==> src/sv/cbec_pkg.sv <==
// Package with the types and constants of the cell balancer enable control.
`default_nettype none

package cbec_pkg;

    // Charger states as reported once per tick.
    typedef enum logic [2:0] {
        CHG_STANDBY     = 3'd0,
        CHG_DISCHARGING = 3'd1,
        CHG_PRECHARGE   = 3'd2,
        CHG_CC          = 3'd3,
        CHG_CV          = 3'd4,
        CHG_DONE        = 3'd5,
        CHG_WAIT        = 3'd6,
        CHG_OTHER       = 3'd7
    } charger_state_t;

    // Balance modes.
    typedef enum logic [1:0] {
        MODE_DISABLED    = 2'd0,
        MODE_ALWAYS      = 2'd1,
        MODE_CHARGE      = 2'd2,
        MODE_CHG_DISCHG  = 2'd3
    } balance_mode_t;

    // Register indexes of the configuration port.
    localparam int unsigned CFG_IDX_W = 3;
    localparam int unsigned CFG_DATA_W = 16;
    typedef enum logic [CFG_IDX_W-1:0] {
        REG_EXTENDED_BALANCE_ON     = 3'd0,
        REG_BALANCE_MODE            = 3'd1,
        REG_ENABLE_VOLTAGE_MV       = 3'd2,
        REG_CV_OFF_TICKS            = 3'd3,
        REG_CV_LOW_CURRENT_MA       = 3'd4,
        REG_CV_HIGH_CURRENT_MA      = 3'd5,
        REG_AUTO_THRESHOLD_DISABLED = 3'd6,
        REG_AUTO_THRESHOLD_ENABLED  = 3'd7
    } cfg_index_t;

    // Register values after reset.
    localparam logic        RST_EXTENDED_BALANCE_ON     = 1'b0;
    localparam logic [1:0]  RST_BALANCE_MODE            = 2'd2;
    localparam logic [15:0] RST_ENABLE_VOLTAGE_MV       = 16'd9950;
    localparam logic [7:0]  RST_CV_OFF_TICKS            = 8'd80;
    localparam logic [14:0] RST_CV_LOW_CURRENT_MA       = 15'd600;
    localparam logic [14:0] RST_CV_HIGH_CURRENT_MA      = 15'd1500;
    localparam logic [15:0] RST_AUTO_THRESHOLD_DISABLED = 16'd1150;
    localparam logic [15:0] RST_AUTO_THRESHOLD_ENABLED  = 16'd1650;

    // Width of the charge start wait counter.
    localparam int unsigned WAIT_W = 7;

    // Configuration register set.
    typedef struct packed {
        logic          extended_balance_on;
        balance_mode_t balance_mode;
        logic [15:0]   enable_voltage_mv;
        logic [7:0]    cv_off_ticks;
        logic [14:0]   cv_low_current_ma;
        logic [14:0]   cv_high_current_ma;
        logic [15:0]   auto_threshold_disabled;
        logic [15:0]   auto_threshold_enabled;
    } cfg_t;

    // One tick's input.
    typedef struct packed {
        charger_state_t     charger_state;
        logic [15:0]        battery_mv;
        logic signed [15:0] battery_ma;
        logic               typec_present;
        logic signed [15:0] sleep_ticks_left;
        logic               recharge_phase;
        logic               user_blocks_auto;
        logic [15:0]        unbalanced_centi_ah;
        logic [15:0]        force_load_ticks;
        logic               pin_write_ok;
    } tick_t;

    // One tick's result.
    typedef struct packed {
        logic balancer_on;
        logic pin_write;
        logic desired_level;
        logic auto_balance_request;
    } result_t;

endpackage

`default_nettype wire

==> src/sv/cbec_if.sv <==
// Channel interfaces: tick input, result output and configuration write.
`default_nettype none

interface cbec_tick_if;
    logic               valid;
    logic               ready;
    logic [2:0]         charger_state;
    logic [15:0]        battery_mv;
    logic signed [15:0] battery_ma;
    logic               typec_present;
    logic signed [15:0] sleep_ticks_left;
    logic               recharge_phase;
    logic               user_blocks_auto;
    logic [15:0]        unbalanced_centi_ah;
    logic [15:0]        force_load_ticks;
    logic               pin_write_ok;

    modport source (
        output valid, charger_state, battery_mv, battery_ma, typec_present,
               sleep_ticks_left, recharge_phase, user_blocks_auto,
               unbalanced_centi_ah, force_load_ticks, pin_write_ok,
        input  ready
    );
    modport sink (
        input  valid, charger_state, battery_mv, battery_ma, typec_present,
               sleep_ticks_left, recharge_phase, user_blocks_auto,
               unbalanced_centi_ah, force_load_ticks, pin_write_ok,
        output ready
    );
endinterface

interface cbec_result_if;
    logic valid;
    logic ready;
    logic balancer_on;
    logic pin_write;
    logic desired_level;
    logic auto_balance_request;

    modport source (
        output valid, balancer_on, pin_write, desired_level, auto_balance_request,
        input  ready
    );
    modport sink (
        input  valid, balancer_on, pin_write, desired_level, auto_balance_request,
        output ready
    );
endinterface

interface cbec_cfg_if;
    logic        valid;
    logic        ready;
    logic [2:0]  index;
    logic [15:0] data;

    modport source (output valid, index, data, input ready);
    modport sink (input valid, index, data, output ready);
endinterface

`default_nettype wire

==> src/sv/cbec_cfg_regs.sv <==
// Configuration register file of the cell balancer enable control.
`default_nettype none

module cbec_cfg_regs (
    input  wire logic   clk,
    input  wire logic   rst_n,
    cbec_cfg_if.sink    cfg_ch,
    output cbec_pkg::cfg_t cfg
);
    import cbec_pkg::*;

    cfg_t cfg_reg;

    // Writes are always taken.
    assign cfg_ch.ready = 1'b1;
    assign cfg = cfg_reg;

    // Register writes, each field masked to its width.
    always_ff @(posedge clk or negedge rst_n)
    begin
        if (!rst_n)
        begin
            cfg_reg.extended_balance_on     <= RST_EXTENDED_BALANCE_ON;
            cfg_reg.balance_mode            <= balance_mode_t'(RST_BALANCE_MODE);
            cfg_reg.enable_voltage_mv       <= RST_ENABLE_VOLTAGE_MV;
            cfg_reg.cv_off_ticks            <= RST_CV_OFF_TICKS;
            cfg_reg.cv_low_current_ma       <= RST_CV_LOW_CURRENT_MA;
            cfg_reg.cv_high_current_ma      <= RST_CV_HIGH_CURRENT_MA;
            cfg_reg.auto_threshold_disabled <= RST_AUTO_THRESHOLD_DISABLED;
            cfg_reg.auto_threshold_enabled  <= RST_AUTO_THRESHOLD_ENABLED;
        end
        else if (cfg_ch.valid)
        begin
            unique case (cfg_index_t'(cfg_ch.index))
                REG_EXTENDED_BALANCE_ON:
                    cfg_reg.extended_balance_on <= cfg_ch.data[0];
                REG_BALANCE_MODE:
                    cfg_reg.balance_mode <= balance_mode_t'(cfg_ch.data[1:0]);
                REG_ENABLE_VOLTAGE_MV:
                    cfg_reg.enable_voltage_mv <= cfg_ch.data;
                REG_CV_OFF_TICKS:
                    cfg_reg.cv_off_ticks <= cfg_ch.data[7:0];
                REG_CV_LOW_CURRENT_MA:
                    cfg_reg.cv_low_current_ma <= cfg_ch.data[14:0];
                REG_CV_HIGH_CURRENT_MA:
                    cfg_reg.cv_high_current_ma <= cfg_ch.data[14:0];
                REG_AUTO_THRESHOLD_DISABLED:
                    cfg_reg.auto_threshold_disabled <= cfg_ch.data;
                REG_AUTO_THRESHOLD_ENABLED:
                    cfg_reg.auto_threshold_enabled <= cfg_ch.data;
            endcase
        end
    end

endmodule

`default_nettype wire

==> src/sv/cbec_core.sv <==
// Per-tick decision logic and the state that carries from tick to tick.
`default_nettype none

module cbec_core #(
    parameter int unsigned CHARGE_WAIT_TICKS = 80,
    parameter int unsigned SLEEP_GUARD_TICKS = 8
) (
    input  wire logic             clk,
    input  wire logic             rst_n,
    input  wire logic             step,
    input  wire cbec_pkg::tick_t  tick,
    input  wire cbec_pkg::cfg_t   cfg,
    output cbec_pkg::result_t     res
);
    import cbec_pkg::*;

    localparam logic [WAIT_W-1:0] WAIT_LOAD = WAIT_W'(CHARGE_WAIT_TICKS);
    localparam logic signed [15:0] SLEEP_GUARD = $signed({8'd0, 8'(SLEEP_GUARD_TICKS)});

    // Carried state.
    logic [15:0]       force_count_reg, force_count_next;
    logic [7:0]        cv_count_reg, cv_count_next;
    logic [WAIT_W-1:0] wait_reg, wait_next;
    logic              last_typec_reg, last_typec_next;
    logic              state_reg, state_next;

    // Tick locals.
    logic              low_v;
    logic [15:0]       force_eff;
    logic [15:0]       threshold;
    logic              request;
    balance_mode_t     mode;
    logic              desired;
    logic              use_cv;
    logic [16:0]       ma_mag;
    logic              cv_level;
    logic [7:0]        cv_count_upd;

    assign low_v = tick.battery_mv < cfg.enable_voltage_mv;
    assign force_eff = (tick.force_load_ticks != 16'd0) ? tick.force_load_ticks
                                                         : force_count_reg;
    assign threshold = (cfg.balance_mode == MODE_DISABLED) ? cfg.auto_threshold_disabled
                                                           : cfg.auto_threshold_enabled;

    // Extended balance: charge start wait and new USB-C connection check.
    always_comb
    begin
        wait_next = wait_reg;
        last_typec_next = last_typec_reg;
        request = 1'b0;
        if (cfg.extended_balance_on)
        begin
            if (tick.charger_state == CHG_STANDBY || tick.charger_state == CHG_DISCHARGING)
                wait_next = WAIT_LOAD;
            else if (wait_reg != '0)
                wait_next = wait_reg - 1'b1;
            if (!low_v && wait_next == '0 && last_typec_reg != tick.typec_present)
            begin
                last_typec_next = tick.typec_present;
                request = tick.typec_present && force_eff == 16'd0 &&
                          !tick.user_blocks_auto && tick.unbalanced_centi_ah >= threshold;
            end
        end
    end

    // Constant-voltage hysteresis, applied only when the decision reaches it.
    assign ma_mag = tick.battery_ma[15] ? 17'(-$signed({tick.battery_ma[15], tick.battery_ma}))
                                        : {1'b0, tick.battery_ma};
    always_comb
    begin
        cv_count_upd = cv_count_reg;
        cv_level = state_reg;
        if (state_reg)
        begin
            if (cv_count_reg == 8'd0)
                cv_level = 1'b0;
            else if (ma_mag < {2'b00, cfg.cv_low_current_ma})
                cv_count_upd = cv_count_reg - 1'b1;
            else if (cv_count_reg < cfg.cv_off_ticks)
                cv_count_upd = cv_count_reg + 1'b1;
        end
        else
        begin
            if (cv_count_reg >= cfg.cv_off_ticks)
                cv_level = 1'b1;
            else if ($signed({tick.battery_ma[15], tick.battery_ma}) >
                     $signed({2'b00, cfg.cv_high_current_ma}))
                cv_count_upd = cv_count_reg + 1'b1;
            else if (cv_count_reg != 8'd0)
                cv_count_upd = cv_count_reg - 1'b1;
        end
    end

    // Enable decision in priority order.
    always_comb
    begin
        mode = tick.recharge_phase ? MODE_CHARGE : cfg.balance_mode;
        force_count_next = force_eff;
        use_cv = 1'b0;
        desired = 1'b0;
        priority if (low_v)
            desired = 1'b0;
        else if (force_eff != 16'd0)
        begin
            force_count_next = force_eff - 1'b1;
            desired = 1'b1;
        end
        else if (tick.charger_state == CHG_STANDBY && tick.sleep_ticks_left < SLEEP_GUARD)
            desired = 1'b0;
        else
        begin
            unique case (mode)
                MODE_DISABLED:
                    desired = 1'b0;
                MODE_ALWAYS, MODE_CHARGE:
                begin
                    unique case (tick.charger_state)
                        CHG_PRECHARGE, CHG_CC: desired = 1'b1;
                        CHG_CV:
                        begin
                            use_cv = 1'b1;
                            desired = cv_level;
                        end
                        CHG_DONE: desired = 1'b0;
                        CHG_STANDBY, CHG_DISCHARGING, CHG_WAIT, CHG_OTHER:
                            desired = (mode == MODE_ALWAYS);
                    endcase
                end
                MODE_CHG_DISCHG:
                begin
                    unique case (tick.charger_state)
                        CHG_WAIT, CHG_DONE: desired = 1'b0;
                        CHG_CV:
                        begin
                            use_cv = 1'b1;
                            desired = cv_level;
                        end
                        CHG_STANDBY: desired = 1'b0;
                        CHG_DISCHARGING, CHG_PRECHARGE, CHG_CC, CHG_OTHER:
                            desired = 1'b1;
                    endcase
                end
            endcase
        end
    end

    // The state follows the desired level only when the pin write succeeds.
    assign cv_count_next = use_cv ? cv_count_upd : cv_count_reg;
    assign state_next = (state_reg != desired && tick.pin_write_ok) ? desired : state_reg;

    assign res.balancer_on = state_next;
    assign res.pin_write = state_reg != desired;
    assign res.desired_level = desired;
    assign res.auto_balance_request = request;

    // State registers advance once per tick.
    always_ff @(posedge clk or negedge rst_n)
    begin
        if (!rst_n)
        begin
            force_count_reg <= 16'd0;
            cv_count_reg    <= RST_CV_OFF_TICKS;
            wait_reg        <= WAIT_LOAD;
            last_typec_reg  <= 1'b0;
            state_reg       <= 1'b0;
        end
        else if (step)
        begin
            force_count_reg <= force_count_next;
            cv_count_reg    <= cv_count_next;
            wait_reg        <= wait_next;
            last_typec_reg  <= last_typec_next;
            state_reg       <= state_next;
        end
    end

    // A tick without a pin write leaves the balancer state as it was.
    assert property (@(posedge clk) disable iff (!rst_n)
        step && !res.pin_write |=> state_reg == $past(state_reg))
        else $error("balancer state changed without a pin write");

    // A failed pin write keeps the old state.
    assert property (@(posedge clk) disable iff (!rst_n)
        step && !tick.pin_write_ok |=> state_reg == $past(state_reg))
        else $error("balancer state changed on a failed write");

    // An auto balance request needs the extended logic and USB-C present.
    assert property (@(posedge clk) disable iff (!rst_n)
        step && res.auto_balance_request |-> cfg.extended_balance_on && tick.typec_present)
        else $error("auto balance request without extended logic or USB-C");

    // The charge start wait never exceeds its load value.
    assert property (@(posedge clk) disable iff (!rst_n)
        wait_reg <= WAIT_LOAD)
        else $error("charge start wait above its load value");

endmodule

`default_nettype wire

==> src/sv/cell_balancer_enable_control_top.sv <==
// Top level of the cell balancer enable control.
//
//   channel    role    beat
//   tick_ch    sink    one tick of charger, battery and USB-C readings
//   result_ch  source  balancer state, pin write, desired level, auto request
//   cfg_ch     sink    one register write: index and data
//
// A tick passes an input register and a result register, with the decision
// logic between them. A new tick is accepted in every cycle unless the result
// stalls; the carried state updates as a tick moves from the input register
// into the result register.
// A stalled result holds the result register; the input register still
// accepts one more tick, after which ready drops until the result is taken.
// Reset clears the valid flags and loads the state and register reset values.
`default_nettype none

module cell_balancer_enable_control_top #(
    parameter int unsigned CHARGE_WAIT_TICKS = 80,
    parameter int unsigned SLEEP_GUARD_TICKS = 8
) (
    input  wire logic      clk,
    input  wire logic      rst_n,
    cbec_tick_if.sink      tick_ch,
    cbec_result_if.source  result_ch,
    cbec_cfg_if.sink       cfg_ch
);
    import cbec_pkg::*;

    cfg_t    cfg;
    tick_t   in_item_reg;
    logic    in_valid_reg;
    result_t out_res_reg;
    logic    out_valid_reg;
    result_t res;
    logic    advance;

    cbec_cfg_regs u_cfg (
        .clk    (clk),
        .rst_n  (rst_n),
        .cfg_ch (cfg_ch),
        .cfg    (cfg)
    );

    cbec_core #(
        .CHARGE_WAIT_TICKS (CHARGE_WAIT_TICKS),
        .SLEEP_GUARD_TICKS (SLEEP_GUARD_TICKS)
    ) u_core (
        .clk   (clk),
        .rst_n (rst_n),
        .step  (advance),
        .tick  (in_item_reg),
        .cfg   (cfg),
        .res   (res)
    );

    // A tick moves on when the result register is free or being emptied.
    assign advance = in_valid_reg && (!out_valid_reg || result_ch.ready);
    assign tick_ch.ready = !in_valid_reg || advance;

    // Input register.
    always_ff @(posedge clk or negedge rst_n)
    begin
        if (!rst_n)
            in_valid_reg <= 1'b0;
        else if (tick_ch.ready)
            in_valid_reg <= tick_ch.valid;
    end

    always_ff @(posedge clk)
    begin
        if (tick_ch.valid && tick_ch.ready)
        begin
            in_item_reg.charger_state       <= charger_state_t'(tick_ch.charger_state);
            in_item_reg.battery_mv          <= tick_ch.battery_mv;
            in_item_reg.battery_ma          <= tick_ch.battery_ma;
            in_item_reg.typec_present       <= tick_ch.typec_present;
            in_item_reg.sleep_ticks_left    <= tick_ch.sleep_ticks_left;
            in_item_reg.recharge_phase      <= tick_ch.recharge_phase;
            in_item_reg.user_blocks_auto    <= tick_ch.user_blocks_auto;
            in_item_reg.unbalanced_centi_ah <= tick_ch.unbalanced_centi_ah;
            in_item_reg.force_load_ticks    <= tick_ch.force_load_ticks;
            in_item_reg.pin_write_ok        <= tick_ch.pin_write_ok;
        end
    end

    // Result register.
    always_ff @(posedge clk or negedge rst_n)
    begin
        if (!rst_n)
            out_valid_reg <= 1'b0;
        else if (!out_valid_reg || result_ch.ready)
            out_valid_reg <= in_valid_reg;
    end

    always_ff @(posedge clk)
    begin
        if (advance)
            out_res_reg <= res;
    end

    assign result_ch.valid                = out_valid_reg;
    assign result_ch.balancer_on          = out_res_reg.balancer_on;
    assign result_ch.pin_write            = out_res_reg.pin_write;
    assign result_ch.desired_level        = out_res_reg.desired_level;
    assign result_ch.auto_balance_request = out_res_reg.auto_balance_request;

    // An accepted tick is held in the input register next cycle.
    assert property (@(posedge clk) disable iff (!rst_n)
        tick_ch.valid && tick_ch.ready |=> in_valid_reg)
        else $error("accepted tick lost from the input register");

    // A tick that moves on always produces a pending result.
    assert property (@(posedge clk) disable iff (!rst_n)
        advance |=> out_valid_reg)
        else $error("tick advanced without a result");

    // A full input register with a stalled result keeps its tick.
    assert property (@(posedge clk) disable iff (!rst_n)
        in_valid_reg && out_valid_reg && !result_ch.ready |=> in_valid_reg)
        else $error("tick dropped while the result stalled");

endmodule

`default_nettype wire

==> src/flat_wrapper.sv <==
// flat-port wrapper written by rule: the top's interface ports become plain ports
module cell_balancer_enable_control_top_flat import cbec_pkg::*;
#(
    parameter int unsigned CHARGE_WAIT_TICKS = 80,
    parameter int unsigned SLEEP_GUARD_TICKS = 8
)
  (clk, rst_n, tick_ch_valid, tick_ch_charger_state, tick_ch_battery_mv, tick_ch_battery_ma, tick_ch_typec_present, tick_ch_sleep_ticks_left, tick_ch_recharge_phase, tick_ch_user_blocks_auto, tick_ch_unbalanced_centi_ah, tick_ch_force_load_ticks, tick_ch_pin_write_ok, tick_ch_ready, result_ch_valid, result_ch_balancer_on, result_ch_pin_write, result_ch_desired_level, result_ch_auto_balance_request, result_ch_ready, cfg_ch_valid, cfg_ch_index, cfg_ch_data, cfg_ch_ready);
  cbec_tick_if tick_ch_i ();
  cbec_result_if result_ch_i ();
  cbec_cfg_if cfg_ch_i ();
  input  wire logic clk;
  input  wire logic rst_n;
  input wire logic [$bits(tick_ch_i.valid)-1:0] tick_ch_valid;
  input wire logic [$bits(tick_ch_i.charger_state)-1:0] tick_ch_charger_state;
  input wire logic [$bits(tick_ch_i.battery_mv)-1:0] tick_ch_battery_mv;
  input wire logic [$bits(tick_ch_i.battery_ma)-1:0] tick_ch_battery_ma;
  input wire logic [$bits(tick_ch_i.typec_present)-1:0] tick_ch_typec_present;
  input wire logic [$bits(tick_ch_i.sleep_ticks_left)-1:0] tick_ch_sleep_ticks_left;
  input wire logic [$bits(tick_ch_i.recharge_phase)-1:0] tick_ch_recharge_phase;
  input wire logic [$bits(tick_ch_i.user_blocks_auto)-1:0] tick_ch_user_blocks_auto;
  input wire logic [$bits(tick_ch_i.unbalanced_centi_ah)-1:0] tick_ch_unbalanced_centi_ah;
  input wire logic [$bits(tick_ch_i.force_load_ticks)-1:0] tick_ch_force_load_ticks;
  input wire logic [$bits(tick_ch_i.pin_write_ok)-1:0] tick_ch_pin_write_ok;
  output wire logic [$bits(tick_ch_i.ready)-1:0] tick_ch_ready;
  output wire logic [$bits(result_ch_i.valid)-1:0] result_ch_valid;
  output wire logic [$bits(result_ch_i.balancer_on)-1:0] result_ch_balancer_on;
  output wire logic [$bits(result_ch_i.pin_write)-1:0] result_ch_pin_write;
  output wire logic [$bits(result_ch_i.desired_level)-1:0] result_ch_desired_level;
  output wire logic [$bits(result_ch_i.auto_balance_request)-1:0] result_ch_auto_balance_request;
  input wire logic [$bits(result_ch_i.ready)-1:0] result_ch_ready;
  input wire logic [$bits(cfg_ch_i.valid)-1:0] cfg_ch_valid;
  input wire logic [$bits(cfg_ch_i.index)-1:0] cfg_ch_index;
  input wire logic [$bits(cfg_ch_i.data)-1:0] cfg_ch_data;
  output wire logic [$bits(cfg_ch_i.ready)-1:0] cfg_ch_ready;
  assign tick_ch_i.valid = tick_ch_valid;
  assign tick_ch_i.charger_state = tick_ch_charger_state;
  assign tick_ch_i.battery_mv = tick_ch_battery_mv;
  assign tick_ch_i.battery_ma = tick_ch_battery_ma;
  assign tick_ch_i.typec_present = tick_ch_typec_present;
  assign tick_ch_i.sleep_ticks_left = tick_ch_sleep_ticks_left;
  assign tick_ch_i.recharge_phase = tick_ch_recharge_phase;
  assign tick_ch_i.user_blocks_auto = tick_ch_user_blocks_auto;
  assign tick_ch_i.unbalanced_centi_ah = tick_ch_unbalanced_centi_ah;
  assign tick_ch_i.force_load_ticks = tick_ch_force_load_ticks;
  assign tick_ch_i.pin_write_ok = tick_ch_pin_write_ok;
  assign tick_ch_ready = tick_ch_i.ready;
  assign result_ch_valid = result_ch_i.valid;
  assign result_ch_balancer_on = result_ch_i.balancer_on;
  assign result_ch_pin_write = result_ch_i.pin_write;
  assign result_ch_desired_level = result_ch_i.desired_level;
  assign result_ch_auto_balance_request = result_ch_i.auto_balance_request;
  assign result_ch_i.ready = result_ch_ready;
  assign cfg_ch_i.valid = cfg_ch_valid;
  assign cfg_ch_i.index = cfg_ch_index;
  assign cfg_ch_i.data = cfg_ch_data;
  assign cfg_ch_ready = cfg_ch_i.ready;
  cell_balancer_enable_control_top #(.CHARGE_WAIT_TICKS(CHARGE_WAIT_TICKS), .SLEEP_GUARD_TICKS(SLEEP_GUARD_TICKS)) u_core (.clk(clk), .rst_n(rst_n), .tick_ch(tick_ch_i), .result_ch(result_ch_i), .cfg_ch(cfg_ch_i));
endmodule
==> config.mk <==
export PLATFORM = sky130hd
export DESIGN_NAME = cell_balancer_enable_control_top_flat
export DESIGN_NICKNAME = d
export VERILOG_FILES = /design/src/sv/cbec_pkg.sv /design/src/sv/cbec_if.sv /design/src/sv/cbec_cfg_regs.sv /design/src/sv/cbec_core.sv /design/src/sv/cell_balancer_enable_control_top.sv /design/src/flat_wrapper.sv
export SDC_FILE = /design/constraint.sdc
export NUM_CORES = 1
export LEC_CHECK = 0
export ABC_AREA = 1
export BUFFER_PORTS_ARGS = -buffer_cell sky130_fd_sc_hd__buf_2
export CAP_MARGIN = 30
export CORE_ASPECT_RATIO = 1.25
export CORE_MARGIN = 3
export CORE_UTILIZATION = 45
export CTS_CLUSTER_SIZE = 30
export DETAILED_ROUTE_END_ITERATION = 6
export HOLD_SLACK_MARGIN = 0.03
export PLACE_DENSITY = 0.62
export SLEW_MARGIN = 20
export SYNTH_ARGS = -nofsm -noshare
export SYNTH_HDL_FRONTEND = slang
export SYNTH_SLANG_ARGS = --single-unit
==> constraint.sdc <==
create_clock -name clk -period 3.3 [get_ports clk]
set_input_delay 0.165 -clock clk [delete_from_list [all_inputs] [get_ports clk]]
set_output_delay 0.165 -clock clk [all_outputs]
set_load 0.05 [all_outputs]
* After elaboration in Yosys (flattened, before gate mapping)
Index checks and enable logic that the tools add are counted.
Storage, ports and cells: bits of input ports 111, register bits after elaboration 215, logic and storage cells 140, output and inout bits 7
Operators by class: multiplexer cells 31, magnitude comparators 7, reduce and logical (&&, ||, !) cells 46, equal/unequal tests 22, $add $sub $neg 5
Operators with widths (number):
- 2-to-1 mux 16 bit | 4
- 2-to-1 mux 8 bit | 7
- nonzero test 16 bit | 2
- equality test 3 bit, second input constant | 8
- 2-to-1 mux 7 bit | 3
- AND reduction 2 bit | 10
- < comparator 17 x 15 -> 1 bit | 1
- 2-to-1 mux 17 bit | 1
- negation 16 -> 17 bit | 1
- greater-or-equal comparator 16 bit | 1
- > comparator 16 bit | 1
- logical NOT 16 bit | 1
- < comparator 16 bit | 1
- < comparator 16 x 5 -> 1 bit, second input constant | 1
- subtractor 16 x 1 -> 16 bit, second input constant | 1
- equality test 3 x 2 -> 1 bit, second input constant | 4
- 2-to-1 mux 1 bit | 12
- logical AND 1 bit | 9
- adder 8 x 1 -> 8 bit, second input constant | 1
- greater-or-equal comparator 8 bit | 1
- logical NOT 8 bit | 1
- < comparator 8 bit | 1
- nonzero test 8 bit | 1
- OR reduction 4 bit | 2
- 22 further kinds | 36

* Depth between registers and ports, before layout
Gate-level depths: netlist of the first run.
word-level depth 11, depth in mapped cells 22, mapped depth without buffers 22

* By module
Synthesis of the first run repeated with hierarchy kept, for this count alone.
Unflattened totals: cells, all modules 1381, area total of the unflattened synthesis 11867.6 sq um
By module, submodules not included:
- cbec_core | area an instance 5504.0 sq um, times used 1, seq. area each 830.8 sq um, cells each 879
- cbec_cfg_regs | area an instance 3535.9 sq um, times used 1, seq. area each 2272.2 sq um, cells each 399
- cell_balancer_enable_control_top | area an instance 2827.7 sq um, times used 1, seq. area each 2782.7 sq um, cells each 103

* Worst setup path after synthesis of the first run
OpenSTA, ideal clock, no wires.
path type register -> register, start point register u_core.out_valid_reg, in the netlist u_core.result_ch.valid, end point register u_core.in_item_reg[0] (netlist bit), enable pin, path buffers 0, arrival time 2846 ps, required time 2863 ps, stages on the path, launching flop included 4, library setup time 437 ps, period minus slack after synthesis 3284 ps, setup slack 16 ps, path through dfrtp_1 nand3_1 nand2_1 inv_1
Between the ends: cells in the longest elaborated chain, start to end 5
RTL lines:
- from (decl) | RTL line cell_balancer_enable_control_top.sv:33 | logic out_valid_reg;
- from (signal assigned) | RTL line cell_balancer_enable_control_top.sv:92 | out_valid_reg <= in_valid_reg;
- logical NOT 1 bit | RTL line cell_balancer_enable_control_top.sv:57 | assign advance = in_valid_reg && (!out_valid_reg || result_ch.ready);
- logical OR 1 bit | RTL line cell_balancer_enable_control_top.sv:57
- logical AND 1 bit | RTL line cell_balancer_enable_control_top.sv:57
- logical OR 1 bit | RTL line cell_balancer_enable_control_top.sv:58 | assign tick_ch.ready = !in_valid_reg || advance;
- net tick_ch_ready | RTL line flat_wrapper.sv:24 | output wire logic [$bits(tick_ch_i.ready)-1:0] tick_ch_ready;
- logical AND 1 bit | RTL line cell_balancer_enable_control_top.sv:71 | if (tick_ch.valid && tick_ch.ready)
- to (decl) | RTL line cell_balancer_enable_control_top.sv:30 | tick_t in_item_reg;
The timed path passes the listed nets, and every way through them passes these cells. A chain may end at the register's enable or synchronous reset.

* Worst setup path in the final report of the first run
start point register u_core.in_item_reg[53] (netlist bit), end point register u_core.u_core.cv_count_reg[2]
Between the ends: cells in the longest elaborated chain, start to end 6, elaborated cells on any way between the ends 12, those cells by class 1 x add/sub; 2 x order compare; 1 x eq/ne; 6 x mux; 2 x reduce/logical
RTL lines:
- parallel branches: the longest is 6 deep, another holds negation 16 -> 17 bit
- to (signal assigned) | RTL line cbec_core.sv:170 | cv_count_reg <= cv_count_next;
- to (decl) | RTL line cbec_core.sv:22 | logic [7:0] cv_count_reg, cv_count_next;
Several ways; the timed one is not identified. The select of a mux whose other input is x is not followed.

==> results of run 1 <==
-- critical path, cell delays in order (launching register included) --
cell and delay, ps:
edfxtp_1 430, inv_2 100, ha_4 130, inv_2 40, nor3_4 190, nand2_2 110
nor3_4 200, buf_4 150, a21oi_2 50, xor2_1 190, ha_1 320, nand2_1 70
nand2_1 60, a21oi_2 140, o211ai_1 140, nor2_4 170, nand2_4 60, nand3_2 60
nand2_2 70, nor2_4 170, buf_6 150, nand3_1 80, nand2_1 80
-- final timing paths --
check	start	to	depth (start not counted)
setup / recovery	u_core.in_item_reg[53]	u_core.u_core.cv_count_reg[2]	22
hold / removal	cfg_ch_index[2]	u_core.u_cfg.cfg[86]	4
setup reg to reg	u_core.in_item_reg[53]	u_core.u_core.cv_count_reg[2]	22
hold reg to reg	u_core.u_core.force_count_reg[10]	u_core.u_core.force_count_reg[10]	2
max in group asynchronous	rst_n	u_core.u_cfg.cfg[42]	3
min in group asynchronous	rst_n	u_core.u_core.cv_count_reg[1]	2
-- timing repair --
item	in CTS	in global routing
endpoints found under the setup margin	1	8
buffers inserted	0	2
pin swaps	0	20
endpoints found under the hold margin	165	0
resized for setup	1	24
hold buffers	109	0
-- cells in the final DEF, fill, tap and decap left out, types with 3 or more instances in the layout --
cell / netlist / final
a21oi_1: 56 / 53
a21oi_2: 0 / 3
a31oi_1: 7 / 7
buf_2: 4 / 112
buf_4: 1 / 16
clkbuf_1: 25 / 11
clkbuf_16: 0 / 24
clkbuf_8: 0 / 3
clkinv_1: 3 / 3
clkinv_2: 0 / 4
dfrtp_1: 84 / 84
dfstp_2: 40 / 40
diode_2: 0 / 3
dlygate4sd3_1: 0 / 109
edfxtp_1: 88 / 88
ha_1: 79 / 78
inv_1: 182 / 179
nand2_1: 323 / 318
nand2_2: 11 / 16
nand2_4: 3 / 3
nand3_1: 86 / 81
nand3_2: 6 / 11
nand4_1: 25 / 25
nor2_1: 103 / 101
nor2_2: 7 / 9
nor2_4: 6 / 6
nor3_1: 9 / 6
nor3_2: 3 / 4
o21ai_0: 114 / 113
o21bai_1: 4 / 4
xnor2_1: 12 / 12
xor2_1: 23 / 23
-- synthesized netlist by cell type, types with 2 or more instances --
library cell / count
ha_1: 79
nand2_1: 323
o21ai_0: 114
o31ai_1: 3
a31oi_1: 7
nand3_2: 6
nor4_1: 2
nor2_1: 103
a21oi_1: 56
xnor2_1: 12
clkbuf_1: 25
dfrtp_1: 84
nand3b_1: 2
nand2_2: 11
nor2_4: 6
a21o_1: 2
nor2_2: 7
dfstp_2: 40
clkinv_1: 3
o21bai_1: 4
nor3_1: 9
nand2_4: 3
edfxtp_1: 88
buf_2: 4
nand3_1: 86
nor3_2: 3
nand4_2: 2
inv_1: 182
nand4_1: 25
and2_1: 2
xor2_1: 23
buf_6: 3
o211ai_1: 2
-- final cells by class --
class / count / area [um2]
Fill cell: 2210 / 10400
Antenna cell: 3 / 7.51
Clock inverter: 6 / 45.0
Inverter: 185 / 696
Tap cell: 330 / 413
Clock buffer: 38 / 683
Sequential cell: 212 / 5800
Timing Repair Buffer: 241 / 1840
Multi-Input combinational cell: 898 / 5010
-- metrics by stage --
step           utilization, %  worst slack [ps]  instance area (um2)  hold WS, ps  setup TNS (ps)
2_1_floorplan               -              16.4                11600         -131               0
3_3_place_gp             50.3              98.9                12500          270               0
3_5_place_dp             50.3              10.1                12500          267               0
4_1_cts                  57.7              69.6                14400         49.9               0
5_1_grt                  58.2              -178                14500          119           -1300
6_report                 58.2              77.8                14500         77.9               0
-- power groups by stage --
stage | combinational [mW] | sequential (mW) | clock [mW]
floorplan | 1.38 | 3.52 | 0
global placement | 1.86 | 3.54 | 0
detailed placement | 1.92 | 3.55 | 0
CTS | 2.03 | 3.51 | 2.55
global route | 2.40 | 3.56 | 2.67
finish | 2.06 | 3.51 | 2.49
-- per-layer routing --
metal | routed length (um) | global-route usage, % | vias to the layer above
li1 | - | - | 4814
met1 | 11700 | 25.1 | 4411
met2 | 14300 | 36.8 | 195
met3 | 1190 | 3.16 | 52
met4 | 802 | 6.41 | 0
met5 | 0 | 0 | -
-- logic make-up after synthesis --
| group | share of synthesized area (%) |
|---|---|
| buf+inv | 7.35 |
| flops | 50.1 |
| compound gates | 8.65 |
| other cells | 0.0324 |
| simple gates | 22.6 |
| fa+ha+maj | 8.55 |
| xor+xnor | 2.65 |
==> results.json, run 1 <==
{
  "status": "finished clean",
  "grt_pass1_vias": 9468,
  "fin_crit_ps": 3220,
  "largest_reg_flops": 89,
  "ys_seq_elements": 212,
  "netlist_area_mm2": 0.0116,
  "slew_headroom_pct": 42.5,
  "wl_per_cell_um": 14.6,
  "report.power.total_mw": 8.06,
  "cts_sinks": 212,
  "final_max_slew_viol_count": 0,
  "chipHeight_um": 185,
  "synth-edff-count": 88,
  "holdCritPathClass": "in -> reg",
  "track_usage_pct": 20.4,
  "r2r_slack_ps": 80,
  "cts_root_buf": "clkbuf_16",
  "switching_power_mw": 2.57,
  "drv_cap": 0,
  "comb_power_share_pct": 25.6,
  "worst_pin_slew_ps": 860,
  "drtPass1Iterations": 5,
  "grt_setup_unrepaired": "yes",
  "synthFlopType": "edfxtp_1",
  "io_pins": 118,
  "synth_cells": 1328,
  "p_clk_share_pct": 30.9,
  "synth_area_per_cell_um2": 8.70,
  "drt_iter0_drc": 451,
  "grt_pass1_wl_mm": 45.8,
  "syn-num-nets": 1518,
  "h-tree-depth": 1,
  "skew_ps": 24.3,
  "p_sw_share_pct": 31.8,
  "finalSetupViolations": 0,
  "via_per_inst": 4.95,
  "initial_core_util_pct": 46.4,
  "place_congestion": 0.932,
  "area_growth_pct": 25.4,
  "min_period_over_period_pct": 97.6,
  "hpwlAfterDp_mm": 19.2,
  "synth_top_area_cell": "edfxtp_1",
  "finalNetCount": 1752,
  "num_rows": 64,
  "final_layout_size_suffix_gt1_share_pct": 16.9,
  "vias": 9472,
  "place_inst": 1754,
  "grt_overflow_total": 0,
  "fp.coreArea_mm2": 0.0249,
  "tritoncts": "built",
  "ys_seq_area_share_pct": 50.1,
  "path_max_fanout": 6,
  "ys_types": 40,
  "internal-power_mw": 5.49,
  "cp-end-kind": "register",
  "instances_no_fill": 1913,
  "cp_data_required_time_ps": 3750,
  "ant_nets": 0,
  "antenna_found_initial": 1,
  "worstPathArrival_ps": 3670,
  "ys_warn_count": 0,
  "clk_path_buf_depth": 3,
  "path_class": "reg -> reg",
  "hold_viol": 0,
  "fmax_mhz": 310,
  "routed_wl_mm": 27.9,
  "async_flop_share_pct": 58.5,
  "drc": 0,
  "p_leak_nw": 6.77,
  "cp-start-kind": "register",
  "portBuffers": 113,
  "cts_inserted_buffers": 24,
  "synthTopCellsByArea": "edfxtp_1 (23%), dfrtp_1 (18%), nand2_1 (10%)",
  "die_w_um": 149,
  "insertion_delay_ps": 530,
  "grt_start_max_net_pins": 72,
  "synth.top_cell.area_share_pct": 22.9,
  "ir_worst_vdd_v": 0.000538,
  "die_area_mm2": 0.0277,
  "pwr-share-seq_pct": 43.5,
  "power.density_mw_per_mm2": 556,
  "path_clk_slew_ps": 60
}
(Power assumes the default switching activity.)
==> run 2: changes to the inputs <==
--- a/config.mk
+++ b/config.mk
@@ -13,7 +13,7 @@
 export CORE_UTILIZATION = 45
 export CTS_CLUSTER_SIZE = 30
 export DETAILED_ROUTE_END_ITERATION = 6
-export HOLD_SLACK_MARGIN = 0.03
+export HOLD_SLACK_MARGIN = 0.15
 export PLACE_DENSITY = 0.62
 export SLEW_MARGIN = 20
 export SYNTH_ARGS = -nofsm -noshare
==> results.json, run 2 (synthesis results as in run 1) <==
{
  "io_pins": 118,
  "path_clk_slew_ps": 60,
  "cp-end-kind": "register",
  "hpwlAfterDp_mm": 19.2,
  "routed_wl_mm": 27.9,
  "wl_per_cell_um": 14.6,
  "grt_overflow_total": 0,
  "fin_crit_ps": 3230,
  "slew_headroom_pct": 42.5,
  "dp_slack_ps": 10.1,
  "fin_ws_ps": 74.4,
  "grt_start_max_net_pins": 72,
  "status": "finished clean",
  "fp.coreArea_mm2": 0.0249,
  "use_met3_pct": 3.16,
  "ant_nets": 0,
  "cpPeakStageDelay_ps": 430,
  "cts_sinks": 212,
  "drtPass1Iterations": 5,
  "path_common_cell": "nand2_1",
  "largest_reg_flops": 89,
  "final_util_pct": 58.2,
  "grt_setup_unrepaired": "yes",
  "insertion_delay_ps": 530,
  "die_area_mm2": 0.0277,
  "holdCritPathClass": "in -> async",
  "cp-start-kind": "register",
  "antenna_found_initial": 1,
  "drc": 0,
  "fillerInstances": 2208,
  "min_period_over_period_pct": 97.7,
  "h-tree-depth": 1,
  "portBuffers": 113,
  "grt_busiest_layer": "met2",
  "p_leak_nw": 6.78,
  "path_max_fanout": 6,
  "cpMaxStageDelayCell": "edfxtp_1",
  "startpoint": "u_core.in_item_reg[53]",
  "mostFrequentLayoutCell": "nand2_1",
  "grt_pass1_vias": 9457,
  "placed_area_mm2": 0.0125,
  "drt_iter0_drc": 522,
  "hold_viol": 0,
  "grt_pass1_wl_mm": 45.8,
  "area_growth_pct": 25.5,
  "chipHeight_um": 185,
  "initial_core_util_pct": 46.4,
  "design_area_mm2": 0.0145,
  "final_layout_size_suffix_gt1_share_pct": 16.9,
  "final_cell_mix": "nand2_1 (318), inv_1 (179), o21ai_0 (113)",
  "clk_path_buf_depth": 3,
  "via_per_inst": 4.95,
  "use_met2_pct": 36.8,
  "track_usage_pct": 20.4,
  "cts_inserted_buffers": 24,
  "ir_worst_vdd_v": 0.000537,
  "finalNetCount": 1753,
  "path_class": "reg -> reg",
  "fmax_mhz": 310,
  "cp_data_required_time_ps": 3750,
  "worstPathArrival_ps": 3670,
  "worst_pin_slew_ps": 860,
  "r2r_slack_ps": 70,
  "finalSetupTns_ps": 0,
  "num_rows": 64,
  "use_met1_pct": 25.1,
  "tritoncts": "built",
  "finalSetupViolations": 0,
  "power.density_mw_per_mm2": 556,
  "cts_root_buf": "clkbuf_16",
  "place_congestion": 0.932,
  "die_w_um": 149,
  "final_max_slew_viol_count": 0,
  "vias": 9482,
  "multi_input_area_mm2": 0.00501,
  "rr_startpoint": "u_core.in_item_reg[53]",
  "seq_area_mm2": 0.00580,
  "skew_ps": 27.3,
  "hold_ws_ps": 239,
  "cp_cell_sequence": "inv_2 -> ha_4 -> inv_2 -> nor3_4 -> nand2_2 -> nor3_4 -> buf_4 -> a21oi_2 -> xor2_1 -> ha_1 -> nand2_1 -> nand2_1 -> a21oi_2 -> o211ai_1 -> nor2_4 -> nand2_4 -> nand3_2 -> nand2_2 -> nor2_4 -> buf_6 -> nand3_1 -> nand2_1",
  "drv_cap": 0
}
run 2: repair_timing:
item | in CTS | in global routing
setup buffers | 0 | 2
setup endpoints to repair | 1 | 8
hold buffers | 110 | 0
pin swaps | 0 | 20
hold endpoints to repair | 228 | 0
gates resized for setup | 1 | 24
run 2: layout make-up:
| type | count | share of cell area [%] |
|---|---|---|
| diodes | 3 | 0.0518 |
| clock buffers | 38 | 4.71 |
| well taps | 330 | 2.85 |
| repair buffers | 242 | 12.7 |
| clock inverters | 6 | 0.311 |
| multi-input cells | 898 | 34.6 |
| flip-flops and latches | 212 | 40.0 |
| inverters | 185 | 4.80 |
run 2: where the power goes:
part	leakage (nW)	switching (mW)	total [mW]	internal (mW)
registers	2.31	0.246	3.51	3.26
logic	4.11	1.25	2.07	0.812
clock network	0.354	1.07	2.49	1.42
total	6.78	2.57	8.06	5.50
run 2: through the flow:
step / total power [mW] / cells
2_1_floorplan: 4.90 / 1328
4_1_cts: 8.09 / 1908
5_1_grt: 8.63 / 1912
6_report: 8.06 / 1914
3_3_place_gp: 5.40 / 1754
3_5_place_dp: 5.47 / 1754
run 2: metal layers:
| layer | up-vias | part of all wire [%] |
|---|---|---|
| met4 | 0 | 2.9 |
| met3 | 50 | 4.4 |
| li1 | 4818 | - |
| met1 | 4423 | 42 |
| met2 | 191 | 51 |
| met5 | - | 0 |
run 2: worst paths after layout:
path | endpoint | depth (start not counted)
max in group asynchronous | u_core.u_cfg.cfg[42] | 3
max reg2reg | u_core.u_core.cv_count_reg[2] | 22
min in group clk | u_core.u_cfg.cfg[4] | 6
min | u_core.u_core.cv_count_reg[1] | 2
max | u_core.u_core.cv_count_reg[2] | 22
min reg2reg | u_core.u_core.force_count_reg[10] | 2
run 2: worst max-delay path: cells and delay by family, from the launching register on:
family	cells	cell delay, ps
AND/OR/NAND/NOR	12	1340
AO/OA/AOI/OAI	3	330
XOR/XNOR	1	190
adder cells (fa/ha/maj)	2	450
flip-flops	1	430
buffers and inverters	4	440
